`config.mk`:
```
export PLATFORM = sky130hd
export DESIGN_NAME = serial_loaded_bank_mapper_top_flat
export DESIGN_NICKNAME = d
export VERILOG_FILES = /design/src/rtl/sbm_pkg.sv /design/src/rtl/sbm_if.sv /design/src/rtl/sbm_translate.sv /design/src/rtl/serial_loaded_bank_mapper_top.sv /design/src/flat_wrapper.sv
export VERILOG_INCLUDE_DIRS = /design/src /design/src/rtl
export SDC_FILE = /design/constraint.sdc
export NUM_CORES = 1
export LEC_CHECK = 0
export ABC_AREA = 0
export BUFFER_PORTS_ARGS = -buffer_cell sky130_fd_sc_hd__buf_4
export CAP_MARGIN = 10
export CORE_ASPECT_RATIO = 1.75
export CORE_MARGIN = 3
export CORE_UTILIZATION = 35
export CTS_CLUSTER_SIZE = 10
export DETAILED_ROUTE_END_ITERATION = 8
export PLACE_DENSITY = 0.57
export SLEW_MARGIN = 20
export SYNTH_ARGS = -nofsm -noshare
export SYNTH_HDL_FRONTEND = slang
export SYNTH_SLANG_ARGS = --single-unit
```
`constraint.sdc`:
```
create_clock -name clock -period 2.35 [get_ports clock]
set_input_delay 0.235 -clock clock [delete_from_list [all_inputs] [get_ports clock]]
set_output_delay 0.235 -clock clock [all_outputs]
set_load 0.005 [all_outputs]
```
`src/rtl/assert_macros.svh`:
```
// assertion helpers used by the rtl top
`ifndef ASSERT_MACROS_SVH
`define ASSERT_MACROS_SVH

// same-cycle implication on the rising clock edge, off during reset
`define SBM_ASSERT_IMPLIES(label, cond, expr) \
   label: assert property (@(posedge clock) disable iff (reset) (cond) |-> (expr)) \
      else $error("assertion failed: implication");

// next-cycle implication on the rising clock edge, off during reset
`define SBM_ASSERT_NEXT(label, cond, expr) \
   label: assert property (@(posedge clock) disable iff (reset) (cond) |=> (expr)) \
      else $error("assertion failed: next-cycle implication");

`endif

```
`src/rtl/sbm_pkg.sv`:
```
package sbm_pkg;

   localparam int unsigned ADDR_W      = 16;
   localparam int unsigned DATA_W      = 8;
   localparam int unsigned MAP_W       = 18;
   localparam int unsigned PRG_MASK_W  = 18;
   localparam int unsigned CHR_MASK_W  = 17;
   localparam int unsigned PRG_BANK_W  = 4;
   localparam int unsigned LOAD_W      = 5;
   localparam int unsigned COUNT_W     = 3;
   localparam int unsigned CSR_IDX_W   = 2;
   localparam int unsigned CSR_DATA_W  = 18;

   localparam logic [PRG_MASK_W-1:0] PRG_MASK_RESET  = 18'h3ffff;
   localparam logic [CHR_MASK_W-1:0] CHR_MASK_RESET  = 17'h1ffff;
   localparam logic [PRG_BANK_W-1:0] LAST_BANK_RESET = 4'hf;

   // loader holds a marker bit at the top when emptied by a reset byte or a commit
   localparam logic [LOAD_W-1:0]  SHIFT_EMPTY   = 5'h10;
   localparam logic [LOAD_W-1:0]  PRG_MODE_BITS = 5'h0c;
   localparam logic [COUNT_W-1:0] LOAD_LAST     = 3'd4;

   typedef enum logic {
      OP_READ  = 1'b0,
      OP_WRITE = 1'b1
   } op_type;

   typedef enum logic [1:0] {
      SPACE_PRG = 2'd0,
      SPACE_CHR = 2'd1,
      SPACE_RAM = 2'd2,
      SPACE_NT  = 2'd3
   } space_type;

   typedef enum logic [1:0] {
      MIRROR_FOUR = 2'd0,
      MIRROR_ONE  = 2'd1,
      MIRROR_VERT = 2'd2,
      MIRROR_HORZ = 2'd3
   } mirror_type;

   // control bits 3..2
   typedef enum logic [1:0] {
      PRG_MODE_32K_A    = 2'd0,
      PRG_MODE_32K_B    = 2'd1,
      PRG_MODE_FIX_LOW  = 2'd2,
      PRG_MODE_FIX_HIGH = 2'd3
   } prg_mode_type;

   // control bits 1..0 as loaded
   typedef enum logic [1:0] {
      NT_SEL_ONE_LOW  = 2'd0,
      NT_SEL_ONE_HIGH = 2'd1,
      NT_SEL_VERT     = 2'd2,
      NT_SEL_HORZ     = 2'd3
   } nt_sel_type;

   // target of a completed serial load, address bits 14..13
   typedef enum logic [1:0] {
      LOAD_CONTROL  = 2'd0,
      LOAD_CHR_LOW  = 2'd1,
      LOAD_CHR_HIGH = 2'd2,
      LOAD_PRG      = 2'd3
   } load_target_type;

   typedef enum logic [CSR_IDX_W-1:0] {
      CSR_PRG_SIZE_MASK = 2'd0,
      CSR_CHR_SIZE_MASK = 2'd1,
      CSR_LAST_PRG_BANK = 2'd2
   } csr_index_type;

   // mapper state seen by the translation logic
   typedef struct packed {
      logic [LOAD_W-1:0]     control;
      logic [LOAD_W-1:0]     chr_bank_low;
      logic [LOAD_W-1:0]     chr_bank_high;
      logic [PRG_BANK_W-1:0] prg_bank;
      logic                  ram_enabled;
      logic [1:0]            mirror;
      logic                  upper_screen;
      logic [PRG_MASK_W-1:0] prg_size_mask;
      logic [CHR_MASK_W-1:0] chr_size_mask;
      logic [PRG_BANK_W-1:0] last_prg_bank;
   } sbm_state_type;

   typedef struct packed {
      logic [MAP_W-1:0] mapped_addr;
      logic             mem_enable;
      logic             mem_write;
      logic [1:0]       mirror_mode;
   } sbm_result_type;

endpackage

```
`src/rtl/sbm_if.sv`:
```
interface sbm_req_if import sbm_pkg::*; ();
   logic              valid;
   logic              ready;
   logic              op;
   logic [1:0]        space;
   logic [ADDR_W-1:0] addr;
   logic [DATA_W-1:0] value;

   modport source (output valid, op, space, addr, value, input ready);
   modport sink (input valid, op, space, addr, value, output ready);
endinterface

interface sbm_rsp_if import sbm_pkg::*; ();
   logic             valid;
   logic             ready;
   logic [MAP_W-1:0] mapped_addr;
   logic             mem_enable;
   logic             mem_write;
   logic [1:0]       mirror_mode;

   modport source (output valid, mapped_addr, mem_enable, mem_write, mirror_mode,
                   input ready);
   modport sink (input valid, mapped_addr, mem_enable, mem_write, mirror_mode,
                 output ready);
endinterface

interface sbm_csr_if import sbm_pkg::*; ();
   logic                  valid;
   logic                  ready;
   logic [CSR_IDX_W-1:0]  index;
   logic [CSR_DATA_W-1:0] data;

   modport source (output valid, index, data, input ready);
   modport sink (input valid, index, data, output ready);
endinterface

```
`src/rtl/sbm_translate.sv`:
```
module sbm_translate import sbm_pkg::*; (
   input  sbm_state_type     state,
   input  logic              op,
   input  logic [1:0]        space,
   input  logic [ADDR_W-1:0] addr,
   output sbm_result_type    result
);

   logic [MAP_W-1:0]      prg_addr;
   logic [CHR_MASK_W-1:0] chr_addr;
   logic [ADDR_W-1:0]     nt_addr;

   // program windows
   always_comb begin
      case (prg_mode_type'(state.control[3:2]))
         PRG_MODE_FIX_LOW: begin
            prg_addr = addr[14] ? {state.prg_bank, addr[13:0]}
                                : {{PRG_BANK_W{1'b0}}, addr[13:0]};
         end
         PRG_MODE_FIX_HIGH: begin
            prg_addr = addr[14] ? {state.last_prg_bank, addr[13:0]}
                                : {state.prg_bank, addr[13:0]};
         end
         default: begin
            // 32k window, low bank bit ignored
            prg_addr = {state.prg_bank[PRG_BANK_W-1:1], addr[14:0]};
         end
      endcase
   end

   // character windows
   always_comb begin
      if (state.control[4]) begin
         chr_addr = addr[12] ? {state.chr_bank_high, addr[11:0]}
                             : {state.chr_bank_low, addr[11:0]};
      end else begin
         chr_addr = {state.chr_bank_low[LOAD_W-1:1], addr[12:0]};
      end
   end

   // nametable mirroring
   always_comb begin
      case (mirror_type'(state.mirror))
         MIRROR_ONE:  nt_addr = (addr & 16'h33ff) | (state.upper_screen ? 16'h0800 : 16'h0000);
         MIRROR_VERT: nt_addr = addr & 16'h37ff;
         MIRROR_HORZ: nt_addr = (addr & 16'h33ff) | {5'd0, addr[11], 10'd0};
         default:     nt_addr = addr;
      endcase
   end

   always_comb begin
      result             = '0;
      result.mem_enable  = 1'b1;
      result.mem_write   = 1'b0;
      result.mirror_mode = state.mirror;
      case (space_type'(space))
         SPACE_PRG: result.mapped_addr = prg_addr & state.prg_size_mask;
         SPACE_CHR: result.mapped_addr = {1'b0, chr_addr & state.chr_size_mask};
         SPACE_RAM: begin
            result.mapped_addr = {5'd0, addr[12:0]};
            result.mem_enable  = state.ram_enabled;
            result.mem_write   = (op == OP_WRITE) && state.ram_enabled;
         end
         default: result.mapped_addr = {2'd0, nt_addr};
      endcase
   end

endmodule

```
`src/rtl/serial_loaded_bank_mapper_top.sv`:
```
// Serial-loaded cartridge bank mapper. Each request beat is one bus access (space, address,
// read or write, data byte) and yields exactly one response beat with the translated address,
// the memory enable, the work RAM write strobe and the nametable mirroring mode, all taken
// from the mapper state as it stood before that access. Program-space writes feed a five-bit
// serial loader, lsb first; a byte with bit 7 set clears the loader and forces the fixed-last
// 16k program mode, and every fifth bit commits to control, a character bank or the program
// bank selected by address bits 14..13. Throughput is one access per clock while responses are
// drained, through the single response register; a request is taken whenever that register is
// empty or being drained. The size masks and last program bank are written through the csr
// channel, which is always ready and should only be used while no access is in flight.
`include "assert_macros.svh"

module serial_loaded_bank_mapper_top import sbm_pkg::*; (
   input logic       clock,
   input logic       reset,
   sbm_req_if.sink   req_ch,
   sbm_rsp_if.source rsp_ch,
   sbm_csr_if.sink   csr_ch
);

   // configuration registers
   logic [PRG_MASK_W-1:0] prg_size_mask_ff;
   logic [CHR_MASK_W-1:0] chr_size_mask_ff;
   logic [PRG_BANK_W-1:0] last_prg_bank_ff;

   // mapper state and next values
   logic [LOAD_W-1:0]     shift_bits_ff, shift_bits_in;
   logic [COUNT_W-1:0]    bit_count_ff, bit_count_in;
   logic [LOAD_W-1:0]     control_reg_ff, control_reg_in;
   logic [LOAD_W-1:0]     chr_bank_low_ff, chr_bank_low_in;
   logic [LOAD_W-1:0]     chr_bank_high_ff, chr_bank_high_in;
   logic [PRG_BANK_W-1:0] prg_bank_ff, prg_bank_in;
   logic                  ram_enabled_ff, ram_enabled_in;
   logic [1:0]            mirror_state_ff, mirror_state_in;
   logic                  upper_screen_ff, upper_screen_in;

   // response stage
   logic                  rsp_valid_ff;
   sbm_result_type        rsp_data_ff;

   logic                  req_accept;
   logic                  csr_accept;
   logic                  serial_write;
   logic [LOAD_W-1:0]     shifted;
   sbm_state_type         cur_state;
   sbm_result_type        result;

   // a beat enters when the response register is free or is handed off this cycle
   assign req_ch.ready = !rsp_valid_ff || rsp_ch.ready;
   assign req_accept   = req_ch.valid && req_ch.ready;
   assign csr_ch.ready = 1'b1;
   assign csr_accept   = csr_ch.valid;

   assign rsp_ch.valid       = rsp_valid_ff;
   assign rsp_ch.mapped_addr = rsp_data_ff.mapped_addr;
   assign rsp_ch.mem_enable  = rsp_data_ff.mem_enable;
   assign rsp_ch.mem_write   = rsp_data_ff.mem_write;
   assign rsp_ch.mirror_mode = rsp_data_ff.mirror_mode;

   // translation always sees the state before this beat's own update
   always_comb begin
      cur_state.control       = control_reg_ff;
      cur_state.chr_bank_low  = chr_bank_low_ff;
      cur_state.chr_bank_high = chr_bank_high_ff;
      cur_state.prg_bank      = prg_bank_ff;
      cur_state.ram_enabled   = ram_enabled_ff;
      cur_state.mirror        = mirror_state_ff;
      cur_state.upper_screen  = upper_screen_ff;
      cur_state.prg_size_mask = prg_size_mask_ff;
      cur_state.chr_size_mask = chr_size_mask_ff;
      cur_state.last_prg_bank = last_prg_bank_ff;
   end

   sbm_translate u_translate (
      .state  (cur_state),
      .op     (req_ch.op),
      .space  (req_ch.space),
      .addr   (req_ch.addr),
      .result (result)
   );

   // any program-space write drives the serial loader, whatever the address
   assign serial_write = req_accept && (req_ch.op == OP_WRITE) &&
                         (req_ch.space == SPACE_PRG);
   // new bit enters at the top, lsb-first loading
   assign shifted      = {req_ch.value[0], shift_bits_ff[LOAD_W-1:1]};

   always_comb begin
      shift_bits_in    = shift_bits_ff;
      bit_count_in     = bit_count_ff;
      control_reg_in   = control_reg_ff;
      chr_bank_low_in  = chr_bank_low_ff;
      chr_bank_high_in = chr_bank_high_ff;
      prg_bank_in      = prg_bank_ff;
      ram_enabled_in   = ram_enabled_ff;
      mirror_state_in  = mirror_state_ff;
      upper_screen_in  = upper_screen_ff;
      if (serial_write) begin
         if (req_ch.value[7]) begin
            // loader reset: empty loader, fixed-last program mode, mirroring kept
            shift_bits_in  = SHIFT_EMPTY;
            bit_count_in   = '0;
            control_reg_in = control_reg_ff | PRG_MODE_BITS;
         end else if (bit_count_ff == LOAD_LAST) begin
            // fifth bit: commit the loaded value
            shift_bits_in = SHIFT_EMPTY;
            bit_count_in  = '0;
            case (load_target_type'(req_ch.addr[14:13]))
               LOAD_CONTROL: begin
                  control_reg_in = shifted;
                  case (nt_sel_type'(shifted[1:0]))
                     NT_SEL_ONE_LOW: begin
                        mirror_state_in = MIRROR_ONE;
                        upper_screen_in = 1'b0;
                     end
                     NT_SEL_ONE_HIGH: begin
                        mirror_state_in = MIRROR_ONE;
                        upper_screen_in = 1'b1;
                     end
                     NT_SEL_VERT: begin
                        mirror_state_in = MIRROR_VERT;
                        upper_screen_in = 1'b0;
                     end
                     default: begin
                        mirror_state_in = MIRROR_HORZ;
                        upper_screen_in = 1'b0;
                     end
                  endcase
               end
               LOAD_CHR_LOW:  chr_bank_low_in  = shifted;
               LOAD_CHR_HIGH: chr_bank_high_in = shifted;
               default: begin
                  // top bit of the program load disables work ram
                  prg_bank_in    = shifted[PRG_BANK_W-1:0];
                  ram_enabled_in = !shifted[LOAD_W-1];
               end
            endcase
         end else begin
            shift_bits_in = shifted;
            bit_count_in  = bit_count_ff + 3'd1;
         end
      end
   end

   always_ff @(posedge clock) begin
      if (reset) begin
         shift_bits_ff    <= '0;
         bit_count_ff     <= '0;
         control_reg_ff   <= '0;
         chr_bank_low_ff  <= '0;
         chr_bank_high_ff <= '0;
         prg_bank_ff      <= '0;
         ram_enabled_ff   <= 1'b0;
         mirror_state_ff  <= MIRROR_FOUR;
         upper_screen_ff  <= 1'b0;
         rsp_valid_ff     <= 1'b0;
      end else begin
         shift_bits_ff    <= shift_bits_in;
         bit_count_ff     <= bit_count_in;
         control_reg_ff   <= control_reg_in;
         chr_bank_low_ff  <= chr_bank_low_in;
         chr_bank_high_ff <= chr_bank_high_in;
         prg_bank_ff      <= prg_bank_in;
         ram_enabled_ff   <= ram_enabled_in;
         mirror_state_ff  <= mirror_state_in;
         upper_screen_ff  <= upper_screen_in;
         if (req_accept) begin
            rsp_valid_ff <= 1'b1;
         end else if (rsp_ch.ready) begin
            rsp_valid_ff <= 1'b0;
         end
      end
   end

   // response payload, no reset needed
   always_ff @(posedge clock) begin
      if (req_accept) begin
         rsp_data_ff <= result;
      end
   end

   // configuration registers; index 3 is ignored
   always_ff @(posedge clock) begin
      if (reset) begin
         prg_size_mask_ff <= PRG_MASK_RESET;
         chr_size_mask_ff <= CHR_MASK_RESET;
         last_prg_bank_ff <= LAST_BANK_RESET;
      end else if (csr_accept) begin
         case (csr_index_type'(csr_ch.index))
            CSR_PRG_SIZE_MASK: prg_size_mask_ff <= csr_ch.data[PRG_MASK_W-1:0];
            CSR_CHR_SIZE_MASK: chr_size_mask_ff <= csr_ch.data[CHR_MASK_W-1:0];
            CSR_LAST_PRG_BANK: last_prg_bank_ff <= csr_ch.data[PRG_BANK_W-1:0];
            default: ;
         endcase
      end
   end

   // loader never holds more than four pending bits
   `SBM_ASSERT_IMPLIES(a_count_range, 1'b1, bit_count_ff <= LOAD_LAST)
   // a work ram write strobe is only given with the memory enabled
   `SBM_ASSERT_IMPLIES(a_write_needs_enable, rsp_valid_ff && rsp_data_ff.mem_write,
      rsp_data_ff.mem_enable)
   // a reset byte empties the loader and forces the fixed-last program mode
   `SBM_ASSERT_NEXT(a_reset_byte, serial_write && req_ch.value[7],
      bit_count_ff == '0 && shift_bits_ff == SHIFT_EMPTY && control_reg_ff[3:2] == 2'b11)

endmodule
```
`src/flat_wrapper.sv`:
```
// flat-port wrapper written by rule: the top's interface ports become plain ports
module serial_loaded_bank_mapper_top_flat import sbm_pkg::*;
  (clock, reset, req_ch_valid, req_ch_op, req_ch_space, req_ch_addr, req_ch_value, req_ch_ready, rsp_ch_valid, rsp_ch_mapped_addr, rsp_ch_mem_enable, rsp_ch_mem_write, rsp_ch_mirror_mode, rsp_ch_ready, csr_ch_valid, csr_ch_index, csr_ch_data, csr_ch_ready);
  sbm_req_if req_ch_i ();
  sbm_rsp_if rsp_ch_i ();
  sbm_csr_if csr_ch_i ();
  input logic clock;
  input logic reset;
  input wire logic [$bits(req_ch_i.valid)-1:0] req_ch_valid;
  input wire logic [$bits(req_ch_i.op)-1:0] req_ch_op;
  input wire logic [$bits(req_ch_i.space)-1:0] req_ch_space;
  input wire logic [$bits(req_ch_i.addr)-1:0] req_ch_addr;
  input wire logic [$bits(req_ch_i.value)-1:0] req_ch_value;
  output wire logic [$bits(req_ch_i.ready)-1:0] req_ch_ready;
  output wire logic [$bits(rsp_ch_i.valid)-1:0] rsp_ch_valid;
  output wire logic [$bits(rsp_ch_i.mapped_addr)-1:0] rsp_ch_mapped_addr;
  output wire logic [$bits(rsp_ch_i.mem_enable)-1:0] rsp_ch_mem_enable;
  output wire logic [$bits(rsp_ch_i.mem_write)-1:0] rsp_ch_mem_write;
  output wire logic [$bits(rsp_ch_i.mirror_mode)-1:0] rsp_ch_mirror_mode;
  input wire logic [$bits(rsp_ch_i.ready)-1:0] rsp_ch_ready;
  input wire logic [$bits(csr_ch_i.valid)-1:0] csr_ch_valid;
  input wire logic [$bits(csr_ch_i.index)-1:0] csr_ch_index;
  input wire logic [$bits(csr_ch_i.data)-1:0] csr_ch_data;
  output wire logic [$bits(csr_ch_i.ready)-1:0] csr_ch_ready;
  assign req_ch_i.valid = req_ch_valid;
  assign req_ch_i.op = req_ch_op;
  assign req_ch_i.space = req_ch_space;
  assign req_ch_i.addr = req_ch_addr;
  assign req_ch_i.value = req_ch_value;
  assign req_ch_ready = req_ch_i.ready;
  assign rsp_ch_valid = rsp_ch_i.valid;
  assign rsp_ch_mapped_addr = rsp_ch_i.mapped_addr;
  assign rsp_ch_mem_enable = rsp_ch_i.mem_enable;
  assign rsp_ch_mem_write = rsp_ch_i.mem_write;
  assign rsp_ch_mirror_mode = rsp_ch_i.mirror_mode;
  assign rsp_ch_i.ready = rsp_ch_ready;
  assign csr_ch_i.valid = csr_ch_valid;
  assign csr_ch_i.index = csr_ch_index;
  assign csr_ch_i.data = csr_ch_data;
  assign csr_ch_ready = csr_ch_i.ready;
  serial_loaded_bank_mapper_top u_core (.clock(clock), .reset(reset), .req_ch(req_ch_i), .rsp_ch(rsp_ch_i), .csr_ch(csr_ch_i));
endmodule
```
=== Yosys cells after proc, flatten, opt, wreduce, memory -nomap -nowiden ===
Index checks and enable logic that the tools add are counted.

* Equal/unequal tests: 14
* Add/sub/neg operators: 1
* Bitwise gates (word level): 6
* Multiplexer cells: 19
* Reduce and logical (&&, ||, !) cells: 24

{| class="wikitable"
|+ Operator list
! operator !! number
|-
| 18-bit one-hot mux with 3 select lines || 1
|-
| 16-bit one-hot mux with 3 select lines || 1
|-
| 18-bit two-way mux || 2
|-
| 18-bit one-hot mux with 2 select lines || 1
|-
| 17-bit two-way mux || 2
|-
| 18-bit AND || 1
|-
| 17-bit AND || 1
|-
| 2-bit == test, second input constant || 8
|-
| 4-bit AND reduction || 4
|-
| 14-bit by 11-bit OR with 14-bit output || 1
|-
| 14-bit by 12-bit OR with 14-bit output || 1
|-
| 12-bit two-way mux || 1
|-
| 4-bit two-way mux || 3
|-
| 2-bit by 1-bit == test with 1-bit output, second input constant || 5
|-
| 5-bit two-way mux || 2
|-
| 2-bit zero test || 4
|-
| 3-bit two-way mux || 2
|-
| 2-bit AND reduction || 3
|-
| 2-bit nonzero test || 3
|-
| 1-bit logical AND || 4
|-
| 2-bit one-hot mux with 2 select lines || 1
|-
| 3-bit by 1-bit adder with 3-bit output, second input constant || 1
|-
| 3-bit == test, second input constant || 1
|-
| 1-bit two-way mux || 3
|-
| other kinds (6) || 8
|}

* Input bits: 52
* Word-level logic and storage cells: 82
* Register bits after elaboration: 93
* Output and inout bits: 25

=== Longest topological paths before layout ===
* Depth after elaboration: 6
* Gate-level depth with buffers: 6
* Depth with buffers taken out: 6

=== Modules after synthesis ===
A second synthesis with hierarchy kept.

* Cell total of the unflattened synthesis: 406
* Area total of the unflattened synthesis: 3,940.0 um^2

{| class="wikitable"
|+ Modules (own cells, without submodules)
! module !! seq. area each (um^2) !! area an instance (um^2) !! instances !! cells an instance
|-
| serial_loaded_bank_mapper_top || 2,062.0 || 3,343.2 || 1 || 314
|-
| sbm_translate || 0.0 || 596.8 || 1 || 92
|}

=== Worst setup path before layout ===
No wires, ideal clock.

* Path type: register to register
* From: reg u_core.rsp_valid_ff, in the netlist u_core.rsp_ch.valid
* To: reg u_core.rsp_data_ff (netlist bit u_core.rsp_ch.mapped_addr[0]) (enable)
* Stages on the path, launching flop included: 3
* Arrival time: 1.102 ns
* Setup slack: 0.867 ns
* Setup time: 0.381 ns
* Path buffers: 0
* Clock period less this slack: 1.483 ns
* Data required time: 1.969 ns
* Path through: dfxtp_1 -> nand2b_1 -> and2_1

* Longest elaborated chain between the ends: 3

{| class="wikitable"
|+ RTL lines
! item !! line !! source
|-
| from (decl) || serial_loaded_bank_mapper_top.sv:38 || <nowiki>logic rsp_valid_ff;</nowiki>
|-
| from (signal assigned) || serial_loaded_bank_mapper_top.sv:156 || <nowiki>rsp_valid_ff <= 1'b0;</nowiki>
|-
| from (signal assigned) || serial_loaded_bank_mapper_top.sv:168 || <nowiki>rsp_valid_ff <= 1'b1;</nowiki>
|-
| from (signal assigned) || serial_loaded_bank_mapper_top.sv:170 || <nowiki>rsp_valid_ff <= 1'b0;</nowiki>
|-
| 1-bit zero test || serial_loaded_bank_mapper_top.sv:49 || <nowiki>assign req_ch.ready = !rsp_valid_ff || rsp_ch.ready;</nowiki>
|-
| 1-bit logical OR || serial_loaded_bank_mapper_top.sv:49 ||
|-
| net req_ch_ready || flat_wrapper.sv:14 || <nowiki>output wire logic [$bits(req_ch_i.ready)-1:0] req_ch_ready;</nowiki>
|-
| 1-bit logical AND || serial_loaded_bank_mapper_top.sv:50 || <nowiki>assign req_accept = req_ch.valid && req_ch.ready;</nowiki>
|-
| net u_core.req_accept || serial_loaded_bank_mapper_top.sv:41 || <nowiki>logic req_accept;</nowiki>
|-
| to (signal assigned) || serial_loaded_bank_mapper_top.sv:178 || <nowiki>rsp_data_ff <= result;</nowiki>
|-
| to (decl) || serial_loaded_bank_mapper_top.sv:39 || <nowiki>sbm_result_type rsp_data_ff;</nowiki>
|}

The timed path passes the listed nets, and every way through them passes these cells.
A chain may end at the register's enable or synchronous reset.

=== Worst setup path after layout ===
* From: reg u_core.bit_count_ff[0]
* To: reg u_core.prg_bank_ff[3]

* Longest elaborated chain between the ends: 2

{| class="wikitable"
|+ RTL lines
! item !! line !! source
|-
| from (decl) || serial_loaded_bank_mapper_top.sv:28 || <nowiki>logic [COUNT_W-1:0] bit_count_ff, bit_count_in;</nowiki>
|-
| from (signal assigned) || serial_loaded_bank_mapper_top.sv:159 || <nowiki>bit_count_ff <= bit_count_in;</nowiki>
|-
| 3-bit == test || serial_loaded_bank_mapper_top.sv:104 || <nowiki>end else if (bit_count_ff == LOAD_LAST) begin</nowiki>
|-
| 4-bit AND reduction (no source line) || n/a ||
|-
| to (signal assigned) || serial_loaded_bank_mapper_top.sv:163 || <nowiki>prg_bank_ff <= prg_bank_in;</nowiki>
|-
| to (decl) || serial_loaded_bank_mapper_top.sv:32 || <nowiki>logic [PRG_BANK_W-1:0] prg_bank_ff, prg_bank_in;</nowiki>
|}

No other way between the ends.

==> impl_metrics.json <==
{
  "synth_largest_area_cell": "dfxtp_1",
  "cts.clk_slew.worst_paths_ns": 0.06,
  "crit_fanout": 4,
  "firstDrtPassIters": 5,
  "setup_violations": 0,
  "route.detailed.wl_per_inst_um": 15.5,
  "die_h_um": 145,
  "vias": 3026,
  "p_per_area_nw_per_um2": 688,
  "hp-class": "input pin to flip-flop",
  "grt_overflow": 0,
  "synth_ff_type": "dfxtp_1",
  "mostFrequentLayoutCell": "nand2_1",
  "cp.required_ns": 2.57,
  "leakage_uw": 0.00191,
  "antenna_left": 0,
  "dpl.hpwl_mm": 6.54,
  "track_usage_pct": 15.6,
  "synth.distinct_cells": 51,
  "yosysWarnings": 0,
  "ys_seq_area_share_pct": 52.4,
  "startpoint_type": "flip-flop",
  "clock_skew_ns": 0.00573,
  "period_minus_slack_ns": 1.64,
  "layout.nets": 514,
  "end_kind": "flip-flop",
  "met2_usage_pct": 27.9,
  "cts_setup_buffers": 0,
  "synth_fp_nets": 448,
  "tns_ns": 0,
  "synth-seq-cells": 90,
  "grtUsageMet3_pct": 3.06,
  "area_growth_pct": 24.2,
  "cts_max_level": 3,
  "wl_mm": 9.22,
  "synth_edf_count": 22,
  "rsz0062_at_grt": "false",
  "root_buffer": "clkbuf_16",
  "synth_cells": 394,
  "grt_pass1_vias": 3022,
  "drive_gt1_share_pct": 25.2,
  "die_area_um2": 12400,
  "hold_buffers": 0,
  "status": "finished clean",
  "core_um2": 10800,
  "dr.first_iter.drc_count": 164,
  "hold_viol_final": 0,
  "grt_max_degree": 25,
  "synth_top_cell_area_share_pct": 35.3,
  "final_cell_mix": "97 x nand2_1, 78 x buf_4, 68 x dfxtp_1",
  "grt_use_met1_pct": 18.1,
  "max_cap_violations": 0,
  "ctsResizeCount": 0,
  "finalPower_uw": 3290,
  "ys_top_cells_by_area": "dfxtp_1 35%, edfxtp_1 17%, mux2i_1 9.6%",
  "clkSinkCount": 90,
  "insertion_delay_ns": 0.33,
  "grt_pass1_wl_mm": 15.2,
  "post_drt_via_cell_ratio": 5.09,
  "hold_ws_ns": 0.122,
  "cp.arrival_ns": 1.87,
  "rows": 50,
  "syn_area_um2": 3860,
  "numCtsBuffers": 9,
  "drc": 0,
  "async_flop_share_pct": 0,
  "period_share_pct": 70.0,
  "grt_most_used_layer": "met2",
  "n_antenna_cell": 0,
  "vdd_ir_drop_max_v": 0.000479,
  "critical_path_class": "flip-flop to flip-flop",
  "io_buffers": 69,
  "fmax_mhz": 608,
  "grt_antenna_before_repair": 0,
  "cts_tree": "done",
  "num_io_pins": 77,
  "place.gp.congestion": 0.808,
  "die_x_um": 85.3,
  "ctsLongestPathBuffers": 2,
  "postSynthAreaPerCell_um2": 9.79,
  "slew_violations": 0,
  "ff2ff_setup_slack_ns": 0.71,
  "start_util_pct": 35.8,
  "final_util_pct": 44.5,
  "worst_pin_slew_ns": 0.503,
  "slew_headroom_pct": 66.2
}
metrics by stage:
stage	cells	setup slack, ns	instance area [µm²]
2_1_floorplan	394	0.867	3860
3_3_place_gp	579	0.552	4510
3_5_place_dp	579	0.537	4510
4_1_cts	595	0.681	4790
5_1_grt	595	0.557	4790
6_report	595	0.705	4790
worst paths after layout:
kind	cells after the start	to	start
hold / removal	3	u_core.chr_size_mask_ff[9]	csr_ch_data[9]
setup / recovery	6	u_core.prg_bank_ff[3]	u_core.bit_count_ff[0]
hold reg to reg	2	u_core.chr_bank_low_ff[2]	u_core.chr_bank_low_ff[2]
setup reg to reg	6	u_core.prg_bank_ff[3]	u_core.bit_count_ff[0]
worst max-delay path: stages (launching register included):
cell and delay [ns]:
dfxtp_1 0.32, inv_1 0.08, ha_1 0.22, nand2_1 0.16
nor3_1 0.31, nand2_1 0.17, a31o_2 0.28
layout make-up:
type | count | area, µm²
fillers | 1076 | 5970
flip-flops and latches | 90 | 2020
inverters | 6 | 22.5
well taps | 130 | 163
repair buffers | 78 | 586
clock buffers | 9 | 225
multi-input cells | 275 | 1720
clock inverters | 7 | 53.8
state kept, by name, summed over array words and instances (netlist names):
signal	cells
u_core.chr_size_mask_ff	17
u_core.control_reg_ff	3
u_core.ram_enabled_ff	1
u_core.mirror_state_ff	2
u_core.shift_bits_ff	4
u_core.last_prg_bank_ff	4
u_core.rsp_ch.mirror_mode	2
u_core.rsp_ch.valid	1
u_core.prg_size_mask_ff	18
u_core.rsp_ch.mem_write	1
u_core.chr_bank_high_ff	5
u_core.chr_bank_low_ff	5
u_core.rsp_ch.mem_enable	1
u_core.rsp_ch.mapped_addr	18
u_core.prg_bank_ff	4
u_core.upper_screen_ff	1
u_core.bit_count_ff	3
synthesized netlist by cell type (5+ instances only):
master,instances
clkbuf_1,17
edfxtp_1,22
dfxtp_1,68
nor3_1,11
o21a_1,10
nand2_1,97
mux2i_1,37
inv_1,5
nor2_1,5
nand3_1,23
o21ai_0,12
mux2_2,12
a21oi_1,16
power breakdown:
group / switching, µW / internal (µW) / total, µW
Sequential: 22.8 / 1640 / 1670
Combinational: 155 / 149 / 304
Clock: 602 / 721 / 1320
Total: 780 / 2510 / 3290
cells by family after synthesis:
| family | Yosys count | synth area share [%] |
|---|---|---|
| other cells | 1 | 0.0972 |
| flops | 90 | 52.4 |
| fa+ha+maj | 2 | 0.649 |
| buf+inv | 29 | 3.11 |
| mux | 49 | 13.1 |
| simple gates | 166 | 21.0 |
| compound gates | 57 | 9.57 |
routing by layer:
layer / up-vias / wire [µm]
li1: 1523 / -
met1: 1420 / 3830
met2: 73 / 4770
met3: 10 / 415
met4: 0 / 210
met5: - / 0
Note: power is estimated with default switching activity, not from simulation.
